$ cat config.mk
export PLATFORM = sky130hd
export DESIGN_NAME = lrc_div
export DESIGN_NICKNAME = d
export VERILOG_FILES = /design/src/rtl/lrc_pkg.sv /design/src/rtl/lrc_div.sv
export SDC_FILE = /design/constraint.sdc
export NUM_CORES = 2
export LEC_CHECK = 0
export BUFFER_PORTS_ARGS = -buffer_cell sky130_fd_sc_hd__buf_2
export CORE_MARGIN = 10
export CORE_UTILIZATION = 50
export CTS_BUF_LIST = sky130_fd_sc_hd__clkbuf_4
export CTS_CLUSTER_DIAMETER = 150
export CTS_CLUSTER_SIZE = 25
export DETAILED_ROUTE_END_ITERATION = 6
export PLACE_DENSITY_LB_ADDON = 0.25
export SLEW_MARGIN = 20
export SYNTH_ARGS = -nofsm -noshare
export SYNTH_HDL_FRONTEND = slang
export SYNTH_SLANG_ARGS = --single-unit
$ cat constraint.sdc
create_clock -name clk_i -period 4.14 [get_ports clk_i]
set_input_delay 0.621 -clock clk_i [delete_from_list [all_inputs] [get_ports clk_i]]
set_output_delay 0.621 -clock clk_i [all_outputs]
set_load 0.01 [all_outputs]
$ cat src/rtl/lrc_pkg.sv
// ----------------------------------------------------------------------------
// Line/rectangle clipper package
// Widths, coordinate types, register indexes and the saturation helper shared
// by the clipper, its divider and its checker.
// ----------------------------------------------------------------------------
package lrc_pkg;

  localparam int CW         = 25;          // screen coordinate width
  localparam int RW         = 20;          // layout coordinate width
  localparam int SCW        = 16;          // scale register width
  localparam int OFW        = 12;          // offset register width
  localparam int CFG_DW     = 16;          // configuration data width
  localparam int FRAC       = 8;           // coordinate fraction bits
  localparam int SCALE_FRAC = 8;           // scale fraction bits
  localparam int DW         = CW + 1;      // coordinate difference width
  localparam int PW         = 2 * DW;      // numerator width
  localparam int QW         = DW;          // quotient bits resolved
  localparam int QSW        = QW + 2;      // signed clamped quotient width
  localparam int PRW        = RW + SCW + 1;
  localparam int SW         = 48;          // working width before saturation
  localparam int DIV_LAT    = QW + 3;
  localparam int PIPE_DEPTH = 2 * DIV_LAT + 9;

  localparam logic [SCW-1:0] SCALE_RST  = SCW'(256);
  localparam logic [OFW-1:0] OFFSET_RST = '0;

  localparam longint COORD_MIN = -(longint'(1) << (CW - 1));
  localparam longint COORD_MAX = (longint'(1) << (CW - 1)) - 1;

  typedef enum logic [0:0] {
    REG_SCALE  = 1'b0,
    REG_OFFSET = 1'b1
  } cfg_reg_e;

  typedef logic signed [CW-1:0]  coord_t;
  typedef logic signed [DW-1:0]  diff_t;
  typedef logic signed [PW-1:0]  num_t;
  typedef logic signed [QSW-1:0] quo_t;
  typedef logic signed [SW-1:0]  wide_t;

  // Everything an item carries past a divider.
  typedef struct packed {
    logic   vis;
    coord_t x1;
    coord_t y1;
    diff_t  dx;
    diff_t  dy;
    coord_t xmin;
    coord_t xmax;
    coord_t ymin;
    coord_t ymax;
    coord_t xa;
    coord_t ya;
    coord_t xb;
    coord_t yb;
    logic   ca;
    logic   cb;
  } item_t;

  function automatic coord_t sat_coord(wide_t v);
    coord_t r;
    if (v < wide_t'(COORD_MIN)) begin
      r = {1'b1, {(CW-1){1'b0}}};
    end else if (v > wide_t'(COORD_MAX)) begin
      r = {1'b0, {(CW-1){1'b1}}};
    end else begin
      r = v[CW-1:0];
    end
    return r;
  endfunction

endpackage

$ cat src/rtl/lrc_div.sv
// ----------------------------------------------------------------------------
// Pipelined signed divider
// Restoring division, one quotient bit per stage. The quotient truncates
// toward zero and its magnitude is clamped to 2^QW, which is enough for a
// result that is saturated to the coordinate range afterwards.
// ----------------------------------------------------------------------------
module lrc_div (
  input  logic           clk_i,
  input  lrc_pkg::num_t  num_i,
  input  lrc_pkg::diff_t den_i,
  output lrc_pkg::quo_t  quo_o
);

  localparam int PW = lrc_pkg::PW;
  localparam int DW = lrc_pkg::DW;
  localparam int QW = lrc_pkg::QW;

  logic [PW-1:0] nmag_a_q;
  logic [DW-1:0] dmag_a_q;
  logic          neg_a_q;

  logic [PW-1:0] rem_q  [QW];
  logic [DW-1:0] dmag_q [QW];
  logic [QW-1:0] qb_q   [QW+1];
  logic          neg_q  [QW+1];
  logic          ovf_q  [QW+1];

  lrc_pkg::quo_t quo_q;
  logic [QW:0]   mag;

  always_ff @(posedge clk_i) begin
    nmag_a_q <= num_i[PW-1] ? PW'(-num_i) : PW'(num_i);
    dmag_a_q <= den_i[DW-1] ? DW'(-den_i) : DW'(den_i);
    neg_a_q  <= num_i[PW-1] ^ den_i[DW-1];
  end

  // A quotient of 2^QW or more saturates the result anyway.
  always_ff @(posedge clk_i) begin
    rem_q[0]  <= nmag_a_q;
    dmag_q[0] <= dmag_a_q;
    neg_q[0]  <= neg_a_q;
    ovf_q[0]  <= (nmag_a_q >= {dmag_a_q, {QW{1'b0}}});
    qb_q[0]   <= '0;
  end

  for (genvar k = 0; k < QW; k++) begin : g_stage
    logic [PW-1:0] shifted;
    logic          ge;
    logic [QW-1:0] qb_d;

    always_comb begin
      shifted = {{(PW-DW){1'b0}}, dmag_q[k]} << (QW - 1 - k);
      ge      = (rem_q[k] >= shifted);
      qb_d    = qb_q[k];
      qb_d[QW-1-k] = ge;
    end

    always_ff @(posedge clk_i) begin
      qb_q[k+1]  <= qb_d;
      neg_q[k+1] <= neg_q[k];
      ovf_q[k+1] <= ovf_q[k];
    end

    if (k < QW - 1) begin : g_fwd
      always_ff @(posedge clk_i) begin
        rem_q[k+1]  <= ge ? rem_q[k] - shifted : rem_q[k];
        dmag_q[k+1] <= dmag_q[k];
      end
    end
  end

  assign mag = ovf_q[QW] ? {1'b1, {QW{1'b0}}} : {1'b0, qb_q[QW]};

  always_ff @(posedge clk_i) begin
    quo_q <= neg_q[QW] ? -$signed({1'b0, mag}) : $signed({1'b0, mag});
  end

  assign quo_o = quo_q;

endmodule

==> results.yml <==
worst_setup_path:
  arrival_ns: 5.10
  crit_path_end_kind: "flop"
  crit_type: "reg2reg"
  critPathBufInv: 2
  crit_path_frequent_cell: "a21oi_1"
  slowest_stage: "or4b_2"
  required_ns: 5.33
  path_delay_family: "compound AO/OA/AOI/OAI gates"
  cp_slowest_stage_delay_ns: 0.74
  cp_max_fo: 5
  crit_path_cell_trace: "inv_1, ha_1, inv_1, fa_1, a21o_1, a21oi_1, nand2b_1, a21oi_1, a21oi_1, o21ai_0, or4b_2, a31oi_1, xnor2_1, mux2_2"
  start_kind: "flop"
logic_synthesis:
  synth-edff-count: 0
  syn_area_sq_mm: 0.1049
  syn_nets: 11788
  ys.flop_type: "dfxtp_1"
  avgSynthCellArea_sq_um: 9.556
  synthCells: 10979
  synthTopCellsByArea: "dfxtp_1, ha_1, xnor2_1, a21oi_1, inv_1"
  ys_seq_elements: 2540
  yosysMostFrequentCell: "dfxtp_1"
  synthArstFlopShare_pct: 0
  synth_warnings: 0
  synth_commonest_cells: "dfxtp_1, inv_1, a21oi_1"
  synth_area_leader_cell: "dfxtp_1"
  yosys.area.top_type_share_pct: 48.46
  synth-seq-area-share_pct: 48.46
  synth_cell_type_count: 90
power:
  seqPwrFrac_pct: 42.2
  cellPowerDensity_mw_per_mm2: 777.1
  p_comb_share_pct: 48.5
  clock_power_share_pct: 9.4
  power.switching_mw: 35.38
  peakVddDrop_v: 0.0004178
  p_int_mw: 51.96
  total_power_mw: 87.33
  power.share.switching_pct: 40.51
  p_leak_nw: 49.06
routing:
  first_pass_iters: 6
  routed_wl_um: 253600
  wl_per_cell_um: 17.97
  vias: 77000
  ant_nets: 0
  dr.first_iter.drc_count: 5380
  viasPerCell: 5.455
  drc_errors: 0
grt:
  grt_max_degree: 54
  grt_usage_pct: 21.27
  grt_pass1_wl_um: 403200
  grt_overflow: 0
  antenna_found_initial: 12
  first_global_vias: 75617
sta:
  tightest_slew_ns: 1.136
  rsz0062_at_grt: "no"
  maxSlewHeadroom_pct: 22.30
  finalWorstSetupSlack_ns: 0.2303
  fin_crit_ns: 3.910
  finalCritPeriodShare_pct: 94.44
  clock.fmax_mhz: 255.8
  timing.hold.ws_ns: 0.1913
  tns_ns: 0
  slew_viol_final: 0
  setup_viol_count_final: 0
  hold_violations: 0
  clock_skew_ns: 0.08171
status:
  status: "finished, final reports clean"
floorplanning:
  chipHeight_um: 478.1
  die_area_sq_mm: 0.2286
  design.core.area_sq_mm: 0.2092
  die_w_um: 478.1
  rows: 168
  ios: 107
  start_util_pct: 50.17
placed_design:
  gp_congestion: 0.9261
  post-place-ws_ns: 0.1625
  hpwl_um: 199300
  place_inst: 13759
  portBuffers: 106
clock_tree:
  clkSlewWorstSetupHoldPaths_ns: 0.24
  cts_max_level: 3
  clock-sinks: 2540
  cts-root-buf: "clkbuf_4"
  postCtsSetupBuffers: 0
  numCtsBuffers: 111
  insertion_delay_ns: 1.29
  cts_tree: "built"
  cts_buffer_depth: 3
worst_hold_path:
  hp-class: "in2reg"
cells_and_area:
  drive_gt1_share_pct: 5.663
  final_cells: 14115
  area_growth_pct: 7.118
  nets: 12087
job:
  maxCapViolCount: 0
[flip-flops by register name, summed over array words and instances (netlist names)]
register	count
quo_o	28
nmag_a_q	52
dmag_q	676
neg_q	27
qb_q	351
ovf_q	27
dmag_a_q	26
rem_q	1352
neg_a_q	1
[placed cells by master, fill, tap and decap left out, types with 357 or more instances in the layout]
master / n
a21o_1: 357
a21oi_1: 873
xnor2_1: 568
o21ai_0: 527
dfxtp_1: 2540
xor2_1: 391
nor2_1: 771
ha_1: 705
nand2_1: 748
inv_1: 915
[cell families after synthesis]
family	Yosys count	synth area share, %
simple gates	2921	13.83
flops	2540	48.46
compound gates	2488	14.74
buf+inv	1163	4.168
xor+xnor	959	8.005
fa+ha+maj	730	8.884
mux	178	1.904
[layout make-up]
type / count / area (sq um)
clock buffer: 111 / 833.3
fill: 18838 / 96760
clock inverter: 8 / 107.6
tap: 2805 / 3510
antenna: 26 / 65.06
timing repair buffer: 432 / 3681
multi-input combinational: 7276 / 49900
inverter: 917 / 3442
sequential: 2540 / 50850
[layer usage]
| layer | routed length (um) | track usage, % | up-vias |
|---|---|---|---|
| li1 | - | - | 38443 |
| met1 | 113900 | 27.88 | 36484 |
| met2 | 121700 | 37.25 | 1701 |
| met3 | 11180 | 2.417 | 360 |
| met4 | 6846 | 5.309 | 12 |
| met5 | 80 | 0 | - |
[metrics by stage]
| step | cell area (sq um) | util [%] |
|---|---|---|
| final | 112400 | 53.74 |
| after global routing | 112400 | 53.73 |
| after CTS | 112300 | 53.67 |
| after detailed placement | 109200 | 52.21 |
| after global placement | 109200 | 52.21 |
| after floorplan | 104900 | - |
[repair_timing]
action	CTS	global route
endpoints found under the hold margin	79	0
setup endpoints to repair	0	20
hold buffers	211	0
gates resized for setup	0	16
[worst min-delay path, stage by stage]
cell and delay [ns]:
dlygate4sd3_1 0.52, buf_2 0.16, xnor2_1 0.12
[power by group through the flow]
stage / Combinational [mW] / Sequential [mW] / Clock, mW
2_1_floorplan: 32.5 / 35.1 / 0
3_3_place_gp: 40.8 / 37.4 / 0
3_5_place_dp: 41.4 / 37.4 / 0
4_1_cts: 41.9 / 36.9 / 8.55
5_1_grt: 47.2 / 37.5 / 9.30
6_report: 42.4 / 36.8 / 8.17
[path summary, 6_finish.rpt]
path                     start      endpoint  slack [ns]  cells past startpoint
setup / recovery  rem_q[1][21]  rem_q[1][97]        0.23                     14
hold / removal       den_i[17]  dmag_a_q[17]        0.19                      3
setup reg to reg  rem_q[1][21]  rem_q[1][97]        0.23                     14
hold reg to reg    qb_q[2][42]   qb_q[2][68]        0.29                      0
(Power assumes the default switching activity.)
